**config.mk**
```make
export PLATFORM = sky130hd
export DESIGN_NAME = dual_motor_slew_limiter
export DESIGN_NICKNAME = d
export VERILOG_FILES = /design/src/sv/dmsl_pkg.sv /design/src/sv/dmsl_cfg.sv /design/src/sv/dual_motor_slew_limiter.sv
export SDC_FILE = /design/constraint.sdc
export NUM_CORES = 1
export LEC_CHECK = 0
export BUFFER_PORTS_ARGS = -buffer_cell sky130_fd_sc_hd__buf_2
export CAP_MARGIN = 20
export CORE_AREA = 2 2 169 171
export CTS_CLUSTER_DIAMETER = 40
export DETAILED_ROUTE_END_ITERATION = 10
export DIE_AREA = 0 0 171 173
export GPL_ROUTABILITY_DRIVEN = 0
export SLEW_MARGIN = 20
export SYNTH_ARGS = -nofsm -noshare
export SYNTH_HDL_FRONTEND = slang
export SYNTH_SLANG_ARGS = --single-unit
export TNS_END_PERCENT = 10
```
**constraint.sdc**
```tcl
create_clock -name clk_i -period 16 [get_ports clk_i]
set_clock_uncertainty 0.2 [all_clocks]
set_input_delay 3.2 -clock clk_i [delete_from_list [all_inputs] [get_ports clk_i]]
set_output_delay 3.2 -clock clk_i [all_outputs]
set_load 0.1 [all_outputs]
```
**src/sv/dmsl_pkg.sv**
```systemverilog
package dmsl_pkg;

  localparam int unsigned COUNTER_BITS = 16;
  localparam int unsigned CFG_W        = 16;
  localparam int unsigned STEP_W       = 7;
  localparam int unsigned SPEED_W      = 8;
  localparam int unsigned CMP_W        = (COUNTER_BITS > CFG_W) ? COUNTER_BITS : CFG_W;

  localparam logic [SPEED_W-1:0] NEUTRAL   = SPEED_W'(90);
  localparam logic [SPEED_W-1:0] SPEED_MAX = SPEED_W'(180);

  localparam logic [CFG_W-1:0]  INTERVAL_RESET = CFG_W'(20);
  localparam logic [CFG_W-1:0]  TIMEOUT_RESET  = CFG_W'(500);
  localparam logic [STEP_W-1:0] STEP_RESET     = STEP_W'(10);

  localparam logic [1:0] CFG_IDX_INTERVAL = 2'd0;
  localparam logic [1:0] CFG_IDX_TIMEOUT  = 2'd1;
  localparam logic [1:0] CFG_IDX_STEP     = 2'd2;

  localparam logic [0:0] OP_TICK    = 1'b0;
  localparam logic [0:0] OP_COMMAND = 1'b1;

  typedef struct packed {
    logic [CFG_W-1:0]  control_interval;
    logic [CFG_W-1:0]  stop_timeout;
    logic [STEP_W-1:0] ramp_step;
  } cfg_t;

  function automatic logic [SPEED_W-1:0] approach(
    input logic [SPEED_W-1:0] cur,
    input logic [SPEED_W-1:0] want,
    input logic [STEP_W-1:0]  step
  );
    logic [SPEED_W-1:0] gap;
    logic [SPEED_W-1:0] step_x;
    logic [SPEED_W-1:0] res;
    step_x = SPEED_W'(step);
    gap    = (want > cur) ? (want - cur) : (cur - want);
    if (gap < step_x) begin
      res = want;
    end else if (want > cur) begin
      res = cur + step_x;
    end else begin
      res = cur - step_x;
    end
    return res;
  endfunction

  function automatic logic [SPEED_W-1:0] clamp_speed(input logic [SPEED_W-1:0] v);
    return (v > SPEED_MAX) ? SPEED_MAX : v;
  endfunction

endpackage

```
**src/sv/dmsl_cfg.sv**
```systemverilog
module dmsl_cfg import dmsl_pkg::*; (
  input  logic             clk_i,
  input  logic             rst_ni,
  input  logic             cfg_we_i,
  input  logic [1:0]       cfg_idx_i,
  input  logic [CFG_W-1:0] cfg_wdata_i,
  output cfg_t             cfg_o
);

  cfg_t cfg_q, cfg_d;

  always_comb begin
    cfg_d = cfg_q;
    if (cfg_we_i) begin
      unique case (cfg_idx_i)
        CFG_IDX_INTERVAL: cfg_d.control_interval = cfg_wdata_i;
        CFG_IDX_TIMEOUT:  cfg_d.stop_timeout     = cfg_wdata_i;
        CFG_IDX_STEP:     cfg_d.ramp_step        = cfg_wdata_i[STEP_W-1:0];
        default:          cfg_d = cfg_q;
      endcase
    end
  end

  always_ff @(posedge clk_i or negedge rst_ni) begin
    if (!rst_ni) begin
      cfg_q.control_interval <= INTERVAL_RESET;
      cfg_q.stop_timeout     <= TIMEOUT_RESET;
      cfg_q.ramp_step        <= STEP_RESET;
    end else begin
      cfg_q <= cfg_d;
    end
  end

  assign cfg_o = cfg_q;

endmodule

```
**src/sv/dual_motor_slew_limiter.sv**
```systemverilog
// Two-channel servo slew limiter with command watchdog. Each accepted beat is a
// 1 ms tick (opcode 0) or a speed command (opcode 1) and yields exactly one result
// beat with both drive values and the brake release flag. All work is done in the
// accept cycle into the output register, so one beat is taken per clock; the output
// register is refilled in the same cycle it is drained, and in_stall_o rises only
// while a held result is stalled. Configuration takes effect from the next beat.
module dual_motor_slew_limiter import dmsl_pkg::*; (
  input  logic               clk_i,
  input  logic               rst_ni,
  input  logic               cfg_we_i,
  input  logic [1:0]         cfg_idx_i,
  input  logic [CFG_W-1:0]   cfg_wdata_i,
  input  logic               in_valid_i,
  output logic               in_stall_o,
  input  logic [0:0]         opcode_i,
  input  logic [SPEED_W-1:0] target_left_i,
  input  logic [SPEED_W-1:0] target_right_i,
  output logic               out_valid_o,
  input  logic               out_stall_i,
  output logic [SPEED_W-1:0] left_drive_o,
  output logic [SPEED_W-1:0] right_drive_o,
  output logic               brake_release_o
);

  localparam logic [COUNTER_BITS-1:0] CNT_MAX = '1;

  cfg_t cfg;

  dmsl_cfg u_cfg (
    .clk_i,
    .rst_ni,
    .cfg_we_i,
    .cfg_idx_i,
    .cfg_wdata_i,
    .cfg_o (cfg)
  );

  logic [SPEED_W-1:0]      cur_l_q, cur_l_d, cur_r_q, cur_r_d;
  logic [SPEED_W-1:0]      want_l_q, want_l_d, want_r_q, want_r_d;
  logic [COUNTER_BITS-1:0] since_ramp_q, since_ramp_d, since_cmd_q, since_cmd_d;
  logic                    out_valid_q;
  logic [SPEED_W-1:0]      left_q, right_q;
  logic                    brake_q;

  logic                    accept;
  logic [COUNTER_BITS-1:0] sr_inc, sc_inc;
  logic                    ramp_due, timeout_due;
  logic [SPEED_W-1:0]      tgt_l, tgt_r, mid_l, mid_r;

  assign in_stall_o = out_valid_q & out_stall_i;
  assign accept     = in_valid_i & ~in_stall_o;

  assign sr_inc      = (since_ramp_q == CNT_MAX) ? CNT_MAX : since_ramp_q + 1'b1;
  assign sc_inc      = (since_cmd_q == CNT_MAX) ? CNT_MAX : since_cmd_q + 1'b1;
  assign ramp_due    = CMP_W'(sr_inc) >= CMP_W'(cfg.control_interval);
  assign timeout_due = CMP_W'(sc_inc) >= CMP_W'(cfg.stop_timeout);
  assign tgt_l       = clamp_speed(target_left_i);
  assign tgt_r       = clamp_speed(target_right_i);
  assign mid_l       = ramp_due ? approach(cur_l_q, want_l_q, cfg.ramp_step) : cur_l_q;
  assign mid_r       = ramp_due ? approach(cur_r_q, want_r_q, cfg.ramp_step) : cur_r_q;

  always_comb begin
    cur_l_d      = cur_l_q;
    cur_r_d      = cur_r_q;
    want_l_d     = want_l_q;
    want_r_d     = want_r_q;
    since_ramp_d = since_ramp_q;
    since_cmd_d  = since_cmd_q;
    if (accept) begin
      if (opcode_i == OP_COMMAND) begin
        want_l_d    = tgt_l;
        want_r_d    = tgt_r;
        since_cmd_d = '0;
        cur_l_d     = approach(cur_l_q, tgt_l, cfg.ramp_step);
        cur_r_d     = approach(cur_r_q, tgt_r, cfg.ramp_step);
      end else begin
        since_ramp_d = ramp_due ? '0 : sr_inc;
        if (timeout_due) begin
          want_l_d    = NEUTRAL;
          want_r_d    = NEUTRAL;
          since_cmd_d = '0;
          cur_l_d     = approach(mid_l, NEUTRAL, cfg.ramp_step);
          cur_r_d     = approach(mid_r, NEUTRAL, cfg.ramp_step);
        end else begin
          since_cmd_d = sc_inc;
          cur_l_d     = mid_l;
          cur_r_d     = mid_r;
        end
      end
    end
  end

  always_ff @(posedge clk_i or negedge rst_ni) begin
    if (!rst_ni) begin
      cur_l_q      <= NEUTRAL;
      cur_r_q      <= NEUTRAL;
      want_l_q     <= NEUTRAL;
      want_r_q     <= NEUTRAL;
      since_ramp_q <= '0;
      since_cmd_q  <= '0;
      out_valid_q  <= 1'b0;
    end else begin
      cur_l_q      <= cur_l_d;
      cur_r_q      <= cur_r_d;
      want_l_q     <= want_l_d;
      want_r_q     <= want_r_d;
      since_ramp_q <= since_ramp_d;
      since_cmd_q  <= since_cmd_d;
      if (accept) begin
        out_valid_q <= 1'b1;
      end else if (!out_stall_i) begin
        out_valid_q <= 1'b0;
      end
    end
  end

  // result beat
  always_ff @(posedge clk_i) begin
    if (accept) begin
      left_q  <= cur_l_d;
      right_q <= cur_r_d;
      brake_q <= (cur_l_d != NEUTRAL) | (cur_r_d != NEUTRAL);
    end
  end

  assign out_valid_o     = out_valid_q;
  assign left_drive_o    = left_q;
  assign right_drive_o   = right_q;
  assign brake_release_o = brake_q;

endmodule

```
==> out/summary.md, run 1 <==
## Status
* finished, final reports clean — result of the run

## Clocking
* 0 — Resized Gates After CTS
* sky130_fd_sc_hd__clkbuf_16 — root buffer selected by CTS
* 2 — maximum buffer depth of the clock tree
* 0 — number of hold-repair buffers added at the cts stage
* 121 — clock tree sinks
* 0.42 ns — clock latency at the later pin of the worst-skew pair
* 0 — post-CTS setup-driven buffer insertion count
* 17 — number of buffers added by the clock tree synthesis step
* yes — clock tree from TritonCTS
* 4 — H-tree depth reported by CTS
* 0.06 ns — Clock Pin Slew Worst Setup and Hold Paths

## Power
* 6.661 nW — total leakage power
* 0.003354 W — Design Power
* 232.8 nW/um2 — power per unit of standard cell area
* 0.0001044 V — VDD IR max

## Hold path
* u_cfg.cfg_o[20] — Hold Crit Start
* flop to flop — worst min-delay path class

## Logic synthesis
* 1757 — Syn Nets
* 13130 um2 — area of the mapped netlist
* sky130_fd_sc_hd__ha_1 — library cell with the largest summed area after synthesis
* 1522 — cell count after synthesis
* sky130_fd_sc_hd__ha_1, sky130_fd_sc_hd__nand2_1, sky130_fd_sc_hd__inv_1, sky130_fd_sc_hd__a21oi_1, sky130_fd_sc_hd__o21ai_0 — synth cell count leaders
* sky130_fd_sc_hd__ha_1, sky130_fd_sc_hd__dfrtp_1, sky130_fd_sc_hd__dfstp_2 — top cells by area in the synthesized netlist
* 121 — flip-flop and latch count after synthesis
* 8.627 um2 — Avg Synthesized Cell Area
* 0.1725 — portion of synthesized cell area occupied by the leading cell type
* sky130_fd_sc_hd__ha_1 — most used standard cell by instance count after synthesis
* 0.2396 — part of the Yosys area used for sequential elements
* sky130_fd_sc_hd__dfrtp_1 — top_reg_cell synth
* 91 — number of distinct standard cells referenced by the synthesized netlist
* 0.8595 — Synth async-reset ratio
* 17 — EDFF count, synth
* 0 — Yosys warning total

## Die
* 27630 um2 — total core area
* 171 um — x dimension of the die
* 59 — I/O pins
* 61 — Placement Rows
* 0.4752 — initial core utilization
* 173 um — height of the die
* 29580 um2 — DIE AREA

## Timing
* 0.09771 GHz — Achievable Freq
* 0.3082 ns — Worst Hold Margin
* 0 — final max-slew violation count
* 1.049 ns — measured slew at the worst slew-check pin
* 0 ns — setup tns final
* 5.765 ns — worst setup margin
* 0 — Setup Viol. Count Final
* 0 — final hold viol count
* 0.6397 — final worst-path cycle share
* 0.2980 — headroom to the max-slew limit
* 10.23 ns — Final min period
* false — setup repair after global routing missed its margin

## Layout
* 2686 — total of fill cells in the finished design
* 1793 — count of nets after finishing
* 0.1260 — share of post-route cells with drive strength above 1
* 1950 — filler-free cell count of the finished design
* 9.730% — layout-stage area growth over the synthesis result

## Placement
* 58 — number of port buffers
* 5.633 ns — Placement Setup Slack
* 1917 — cell count after placement
* 29830 um — HPWL after detailed placement

## Setup path
* flop to flop — Setup CP Type
* sky130_fd_sc_hd__o21ai_1 — worst-path cell with the longest stage delay
* flop — kind of end point of the critical path
* cur_r_q[1] — source of the worst register-to-register timing path
* 0.81 ns — worst stage delay on the critical path
* 15.94 ns — Critical Path RT
* cur_r_q[1] — startpoint of the worst setup timing path
* 10.18 ns — crit path DAT
* flop — element type at the critical path start
* 15 — highest fanout seen on the critical path

## Flow run
* 0 — max_cap viols

## Global routing
* 0.2665 — global-route usage over all layers
* 0 — total congestion overflow after global routing
* 0.3488 — met1 usage
* met2 — Most Used Layer, Global Route
* 67 — pin count of the biggest net entering global routing
* 1 — initial antenna violation count
* 0.03525 — M3 GR Usage
* 0.4483 — met2 track demand over resource
* 11324 — via count of the first global-routing pass
* 61820 um — first-pass GRT wire length

## Detailed routing
* 0 — number of routed nets with antenna violations
* 11721 — vias
* 0 — final routed DRC violation total
* 5 — length of the first detailed-routing pass in iterations
* 6.011 — vias per inst
* 39020 um — DRT Wirelength
* 933 — number of design-rule violations left by the first detailed-router iteration
* 20.01 um — wire per inst

[cell type report]
cell class / instances / area, um2 / area share
antenna: 1 / 2.502 / 0.0001737
multi-input combinational: 1212 / 9263 / 0.6429
inverter: 135 / 506.7 / 0.03517
tap: 378 / 473.0 / 0.03283
sequential: 121 / 3146 / 0.2183
clock inverter: 7 / 141.4 / 0.009813
timing repair buffer: 71 / 390.4 / 0.02710
clock buffer: 25 / 485.5 / 0.03370
[layer usage]
layer | vias up | share of wire | wire length, um
met2 | 356 | 0.48 | 18550
met1 | 5610 | 0.44 | 17050
li1 | 5670 | - | -
met3 | 85 | 0.050 | 1933
met5 | - | 0 | 0
met4 | 0 | 0.038 | 1484
[stage by stage]
| stage | utilization | cell area (um2) |
|---|---|---|
| 2_1_floorplan | - | 13130 |
| 3_3_place_gp | 0.4985 | 13770 |
| 3_5_place_dp | 0.4985 | 13770 |
| 4_1_cts | 0.5212 | 14400 |
| 5_1_grt | 0.5214 | 14410 |
| 6_report | 0.5215 | 14410 |
[layout by cell type (no fill, tap or decap), drive strengths merged, types with 18 or more instances in the layout]
cell,count
xor2,18
a22o,32
nand3,26
nand4,23
a211oi,34
inv,133
nand2,144
buf,71
mux2,37
o21ai,96
nand2b,20
dfrtp,78
nor2,64
ha,181
nor2b,25
a21o,28
dfstp,26
mux2i,41
nor3,20
xnor2,57
a21oi,97
clkbuf,25
[where the power goes]
group	internal [W]	switching, W	total [W]	leakage, nW
sequential	0.000394	0.0000948	0.000488	1.42
combinational	0.000981	0.00147	0.00245	4.93
clock	0.000273	0.000146	0.000419	0.302
[state kept, by name (all words and copies together), names as in the netlist]
register / flops
u_cfg.cfg_o: 39
right_drive_o: 8
left_drive_o: 8
cur_r_q: 8
since_cmd_q: 16
want_l_q: 8
brake_release_o: 1
since_ramp_q: 16
cur_l_q: 8
out_valid_o: 1
want_r_q: 8
[worst max-delay path: cells and delay by family, from the launching register on]
| kind | cells | cell delay [ns] |
|---|---|---|
| AO/OA/AOI/OAI | 20 | 5.09 |
| XOR/XNOR | 1 | 0.11 |
| adder cells (fa/ha/maj) | 4 | 1.31 |
| buffers and inverters | 2 | 0.44 |
| flip-flops | 1 | 0.72 |
| multiplexers | 2 | 0.43 |
| AND/OR/NAND/NOR | 10 | 1.64 |
[final timing paths]
| kind | to | slack (ns) | depth (start not counted) |
|---|---|---|---|
| max in group asynchronous | since_ramp_q[1] | 11.76 | 2 |
| max reg2reg | brake_release_o | 5.77 | 39 |
| min in group asynchronous | since_cmd_q[15] | 2.56 | 1 |
| min | u_cfg.cfg_o[20] | 0.31 | 1 |
| max | brake_release_o | 5.77 | 39 |
| min reg2reg | u_cfg.cfg_o[20] | 0.31 | 1 |
[kinds of logic after synthesis]
logic type                 synth area share
AOI/OAI and AO/OA                    0.2419
xor gates and xnor gates            0.05003
adders and majority gates            0.1962
buffers and inverters               0.05651
DFF                                  0.2396
muxes                               0.06299
and+or+nand+nor                      0.1528
(Power assumes the default switching activity.)
==> run 2, diff against run 1 <==
- ABC_AREA: unset -> 1
- CORE_AREA: 2 2 169 171 -> 2 2 172 174
- DIE_AREA: 0 0 171 173 -> 0 0 174 176
- clock period: 16 -> 9.6 ns (I/O delays scaled with it)
==> out/summary.md, run 2 <==
## Status
* finished, final reports clean — result of the run

## Logic synthesis
* sky130_fd_sc_hd__nand2_1 — most used standard cell by instance count after synthesis
* sky130_fd_sc_hd__ha_1, sky130_fd_sc_hd__dfrtp_1, sky130_fd_sc_hd__nand2_1 — top cells by area in the synthesized netlist
* 2225 — Syn Nets, +27%
* sky130_fd_sc_hd__ha_1 — library cell with the largest summed area after synthesis
* sky130_fd_sc_hd__nand2_1, sky130_fd_sc_hd__inv_1, sky130_fd_sc_hd__ha_1, sky130_fd_sc_hd__o21ai_0, sky130_fd_sc_hd__nor2_1 — synth cell count leaders
* 0.2304 — part of the Yosys area used for sequential elements, -0.009177
* 0 — Yosys warning total, unchanged
* 1990 — cell count after synthesis, +31%
* 0.8595 — Synth async-reset ratio, unchanged
* 6.861 um2 — Avg Synthesized Cell Area, -20%
* 53 — number of distinct standard cells referenced by the synthesized netlist, -42%
* 13650 um2 — area of the mapped netlist, +4.0%
* sky130_fd_sc_hd__dfrtp_1 — top_reg_cell synth
* 17 — EDFF count, synth, unchanged
* 0.1659 — portion of synthesized cell area occupied by the leading cell type, -0.006607
* 121 — flip-flop and latch count after synthesis, unchanged

## Clocking
* 0 — Resized Gates After CTS, unchanged
* 0 — number of hold-repair buffers added at the cts stage, unchanged
* 121 — clock tree sinks, unchanged
* yes — clock tree from TritonCTS
* 17 — number of buffers added by the clock tree synthesis step, unchanged
* 4 — H-tree depth reported by CTS, unchanged
* 0.06 ns — Clock Pin Slew Worst Setup and Hold Paths, about the same
* 2 — maximum buffer depth of the clock tree, unchanged
* 0 — post-CTS setup-driven buffer insertion count, unchanged
* 0.43 ns — clock latency at the later pin of the worst-skew pair, about the same
* sky130_fd_sc_hd__clkbuf_16 — root buffer selected by CTS

## Global routing
* 0 — total congestion overflow after global routing, unchanged
* 12499 — via count of the first global-routing pass, +10%
* 0 — initial antenna violation count, -1
* 0.2698 — global-route usage over all layers, +0.003338
* 71 — pin count of the biggest net entering global routing, +6.0%
* 65470 um — first-pass GRT wire length, +5.9%

## Die
* 174 um — x dimension of the die, +1.8%
* 0.4783 — initial core utilization, +0.003032
* 59 — I/O pins, unchanged
* 62 — Placement Rows, +1.6%
* 28550 um2 — total core area, +3.3%
* 176 um — height of the die, +1.7%
* 30620 um2 — DIE AREA, +3.5%

## Placement
* 2385 — cell count after placement, +24%
* 31430 um — HPWL after detailed placement, +5.4%
* 58 — number of port buffers, unchanged

## Setup path
* cur_l_q[1] — source of the worst register-to-register timing path
* brake_release_o — R2R Path End
* sky130_fd_sc_hd__dfstp_2 — worst-path cell with the longest stage delay
* 17 — highest fanout seen on the critical path, +2
* 0.72 ns — worst stage delay on the critical path, -0.09 ns
* 1.33 ns — flop-to-flop setup slack, -4.43 ns
* flop — element type at the critical path start
* 8.26 ns — crit path DAT, -1.92 ns
* flop to flop — Setup CP Type
* sky130_fd_sc_hd__nand2_1 — most frequent cell on the critical path
* 49 — Worst Reg2Reg Path Length in Cells, +26%
* 9.59 ns — Critical Path RT, -6.35 ns
* flop — kind of end point of the critical path

## Timing
* 0 — Setup Viol. Count Final, unchanged
* 0 — final max-slew violation count, unchanged
* false — setup repair after global routing missed its margin
* 0.3611 — headroom to the max-slew limit, +0.06313
* 0.8614 — final worst-path cycle share, +0.2217
* 0.1209 GHz — Achievable Freq, +24%
* 0 — final hold viol count, unchanged
* 0 ns — setup tns final, unchanged
* 0.9556 ns — measured slew at the worst slew-check pin, -0.09350 ns
* 8.269 ns — Final min period, -1.966 ns

## Layout
* 39 — Largest register FFs, unchanged
* 2963 — total of fill cells in the finished design, +10%
* 0 — antenna diode instance count, -1
* 2255 — count of nets after finishing, +26%
* sky130_fd_sc_hd__nand2_1 — commonest non-fill, non-tap cell in the layout
* 8.496% — layout-stage area growth over the synthesis result
* sky130_fd_sc_hd__nand2_1, sky130_fd_sc_hd__inv_1, sky130_fd_sc_hd__ha_1 — most used cells in the layout excluding fill and tap cells
* 0.09543 — share of post-route cells with drive strength above 1, -0.03061
* 2417 — filler-free cell count of the finished design, +24%

## Hold path
* u_cfg.cfg_o[35] — hold path endpoint
* u_cfg.cfg_o[35] — Hold Crit Start
* 2 — worst hold path depth, +1
* flop to flop — worst min-delay path class

## Flow run
* 0 — max_cap viols, unchanged

## Detailed routing
* 8 — length of the first detailed-routing pass in iterations, +3
* 12998 — vias, +11%
* 16.79 um — wire per inst, -16%
* 0 — number of routed nets with antenna violations, unchanged
* 0 — final routed DRC violation total, unchanged
* 5.378 — vias per inst, -11%
* 40580 um — DRT Wirelength, +4.0%
* 1025 — number of design-rule violations left by the first detailed-router iteration, +9.9%

## run 2: stage by stage
| step | utilization | setup slack, ns | hold slack, ns | area [um2] |
|---|---|---|---|---|
| 6_report | 0.5189 | 1.331 | 0.2853 | 14810 |
| 5_1_grt | 0.5189 | 0.5326 | 0.3071 | 14810 |
| 3_3_place_gp | 0.4991 | 1.458 | 0.2661 | 14250 |
| 4_1_cts | 0.5189 | 1.346 | 0.2883 | 14810 |
| 2_1_floorplan | - | 2.673 | 0.2530 | 13650 |
| 3_5_place_dp | 0.4991 | 1.377 | 0.2737 | 14250 |
## run 2: worst max-delay path by stage
| stage | start | end | slack [ns] | depth (start not counted) |
|---|---|---|---|---|
| after floorplan | cur_r_q[1] | brake_release_o | 2.67 | 48 |
| after global placement | cur_l_q[1] | brake_release_o | 1.46 | 47 |
| after detailed placement | cur_l_q[1] | brake_release_o | 1.38 | 49 |
| after CTS | cur_l_q[1] | brake_release_o | 1.35 | 49 |
| after global routing | since_ramp_q[0] | brake_release_o | 0.53 | 46 |
| final | cur_l_q[1] | brake_release_o | 1.33 | 49 |
## run 2: routing by layer
layer / vias to the layer above / wire, um / global-route usage
met2: 414 / 18930 / 0.4563
met5: - / 0 / 0
li1: 6523 / - / -
met1: 5987 / 18170 / 0.3616
met3: 74 / 2315 / 0.02412
met4: 0 / 1165 / 0.09734
## run 2: worst max-delay path: cells and delay by family (launching register included)
kind                       cells  cell delay [ns]
AOI/OAI and AO/OA              9             1.60
xor gates and xnor gates       2             0.36
adders and majority gates      4             1.41
buffers and inverters          7             0.92
DFF                            1             0.72
and+or+nand+nor               27             2.80
## run 2: cell families (layout without fill, tap and decap cells)
family / count (synthesis) / after routing / synth area share
buffers and inverters: 421 / 464 / 0.1191
XOR/XNOR: 75 / 75 / 0.04811
flip-flops: 121 / 121 / 0.2304
multiplexers: 5 / 5 / 0.003666
AO/OA/AOI/OAI: 354 / 354 / 0.1472
AND/OR/NAND/NOR: 819 / 819 / 0.2651
adder cells (fa/ha/maj): 195 / 195 / 0.1864
## run 2: layout make-up
| class | count | area [um2] | area share |
|---|---|---|---|
| Tap cell | 384 | 480.5 | 0.03244 |
| Clock buffer | 20 | 479.2 | 0.03235 |
| Clock inverter | 12 | 86.33 | 0.005828 |
| Inverter | 365 | 1370 | 0.09249 |
| Multi-Input combinational cell | 1448 | 8891 | 0.6002 |
| Timing Repair Buffer | 67 | 360.3 | 0.02433 |
| Sequential cell | 121 | 3146 | 0.2123 |
Power of run 2 is not shown: default switching activity piles up to over one toggle a cycle in this logic, so the estimate is an artifact.
==> run 3, diff against run 2 <==
- GPL_TIMING_DRIVEN: unset -> 0
==> out/summary.md, run 3 (same netlist as run 2, synthesis figures left out) <==
## Layout
* 0.09663 — share of post-route cells with drive strength above 1, +0.001209
* 2945 — total of fill cells in the finished design, -0.61%
* 39 — Largest register FFs, unchanged
* 9.851% — layout-stage area growth over the synthesis result
* sky130_fd_sc_hd__nand2_1, sky130_fd_sc_hd__inv_1, sky130_fd_sc_hd__ha_1 — most used cells in the layout excluding fill and tap cells
* sky130_fd_sc_hd__nand2_1 — commonest non-fill, non-tap cell in the layout
* 2464 — filler-free cell count of the finished design, +1.9%
* 0 — antenna diode instance count, unchanged
* 2302 — count of nets after finishing, +2.1%

## Detailed routing
* 0 — final routed DRC violation total, unchanged
* 41930 um — DRT Wirelength, +3.3%
* 0 — number of routed nets with antenna violations, unchanged
* 5 — length of the first detailed-routing pass in iterations, -3
* 17.02 um — wire per inst, +1.4%
* 5.347 — vias per inst, -0.58%
* 13174 — vias, +1.4%
* 1156 — number of design-rule violations left by the first detailed-router iteration, +13%

## Placement
* 2432 — cell count after placement, +2.0%
* 32780 um — HPWL after detailed placement, +4.3%
* 57 — number of port buffers, -1.7%

## Die
* 176 um — height of the die, unchanged
* 28550 um2 — total core area, unchanged
* 174 um — x dimension of the die, unchanged
* 62 — Placement Rows, unchanged
* 30620 um2 — DIE AREA, unchanged
* 0.4783 — initial core utilization, unchanged
* 59 — I/O pins, unchanged

## Setup path
* 0.77 ns — flop-to-flop setup slack, -0.56 ns
* 0.74 ns — worst stage delay on the critical path, +0.02 ns
* 10 — highest fanout seen on the critical path, -7
* brake_release_o — R2R Path End
* 9.58 ns — Critical Path RT, about the same
* brake_release_o — destination of the critical timing path
* cur_r_q[1] — startpoint of the worst setup timing path
* sky130_fd_sc_hd__dfstp_2 — worst-path cell with the longest stage delay
* flop to flop — Setup CP Type
* cur_r_q[1] — source of the worst register-to-register timing path
* 47 — Worst Reg2Reg Path Length in Cells, -4.1%
* 8.81 ns — crit path DAT, +0.55 ns
* flop — element type at the critical path start
* sky130_fd_sc_hd__nand2_1 — most frequent cell on the critical path
* flop — kind of end point of the critical path

## Timing
* 0.9193 — final worst-path cycle share, +0.05795
* false — setup repair after global routing missed its margin
* 0.9312 ns — measured slew at the worst slew-check pin, -0.02449 ns
* 0 — Setup Viol. Count Final, unchanged
* 0 ns — setup tns final, unchanged
* 0.1133 GHz — Achievable Freq, -6.3%
* 0.3727 — headroom to the max-slew limit, +0.01155
* 8.825 ns — Final min period, +0.5563 ns
* 0 — final max-slew violation count, unchanged
* 0 — final hold viol count, unchanged

## Clocking
* 121 — clock tree sinks, unchanged
* 2 — maximum buffer depth of the clock tree, unchanged
* yes — clock tree from TritonCTS
* 4 — H-tree depth reported by CTS, unchanged
* 17 — number of buffers added by the clock tree synthesis step, unchanged
* sky130_fd_sc_hd__clkbuf_16 — root buffer selected by CTS
* 0 — Resized Gates After CTS, unchanged
* 0.06 ns — Clock Pin Slew Worst Setup and Hold Paths, about the same
* 0 — post-CTS setup-driven buffer insertion count, unchanged
* 0 — number of hold-repair buffers added at the cts stage, unchanged
* 0.44 ns — clock latency at the later pin of the worst-skew pair, about the same

## Global routing
* 0 — total congestion overflow after global routing, unchanged
* 0 — initial antenna violation count, unchanged
* 77 — pin count of the biggest net entering global routing, +8.5%
* 12722 — via count of the first global-routing pass, +1.8%
* 0.2782 — global-route usage over all layers, +0.008439
* 66870 um — first-pass GRT wire length, +2.1%

## Flow run
* 0 — max_cap viols, unchanged

## Hold path
* flop to flop — worst min-delay path class

## Status
* finished, final reports clean — result of the run

-- run 3: layout make-up --
| class | instances | area (um2) | share of cell area |
|---|---|---|---|
| multi-input combinational | 1448 | 8881 | 0.5921 |
| sequential | 121 | 3146 | 0.2097 |
| inverter | 365 | 1370 | 0.09135 |
| tap | 384 | 480.5 | 0.03203 |
| clock buffer | 22 | 474.2 | 0.03162 |
| timing repair buffer | 58 | 319.1 | 0.02127 |
| buffer | 56 | 257.7 | 0.01719 |
| clock inverter | 10 | 70.07 | 0.004672 |
-- run 3: per-layer routing --
| metal | track usage | vias up | wire length [um] |
|---|---|---|---|
| li1 | - | 6600 | - |
| met1 | 0.3533 | 6079 | 18200 |
| met2 | 0.4788 | 416 | 19960 |
| met3 | 0.03553 | 79 | 2228 |
| met4 | 0.1162 | 0 | 1541 |
| met5 | 0 | - | 0 |
-- run 3: critical path, delay by kind of cell, from the launching register on --
| family | cells | cell delay (ns) |
|---|---|---|
| flops | 1 | 0.74 |
| simple gates | 25 | 3.01 |
| fa+ha+maj | 4 | 1.22 |
| compound gates | 11 | 2.09 |
| xor+xnor | 1 | 0.16 |
| buf+inv | 6 | 1.15 |
-- run 3: how the worst min path moves through the flow --
stage	from	slack, ns	cells past startpoint	to
detailed placement	u_cfg.cfg_o[17]	0.27	2	u_cfg.cfg_o[17]
finish	u_cfg.cfg_o[30]	0.28	2	u_cfg.cfg_o[30]
global placement	out_valid_o	0.27	2	out_valid_o
global route	u_cfg.cfg_o[21]	0.31	2	u_cfg.cfg_o[21]
CTS	u_cfg.cfg_o[17]	0.29	2	u_cfg.cfg_o[17]
floorplan	u_cfg.cfg_o[10]	0.25	2	u_cfg.cfg_o[10]
-- run 3: per-stage QoR --
| stage | hold WS, ns | instance area, um2 | setup WS, ns | util |
|---|---|---|---|---|
| global route | 0.3085 | 15000 | 0.05147 | 0.5254 |
| CTS | 0.2871 | 15000 | 0.7752 | 0.5254 |
| detailed placement | 0.2726 | 14450 | 0.8071 | 0.5063 |
| floorplan | 0.2530 | 13650 | 2.673 | - |
| global placement | 0.2666 | 14420 | 0.8250 | 0.5051 |
| finish | 0.2832 | 15000 | 0.7746 | 0.5254 |
Power of run 3 is left out for the same reason.
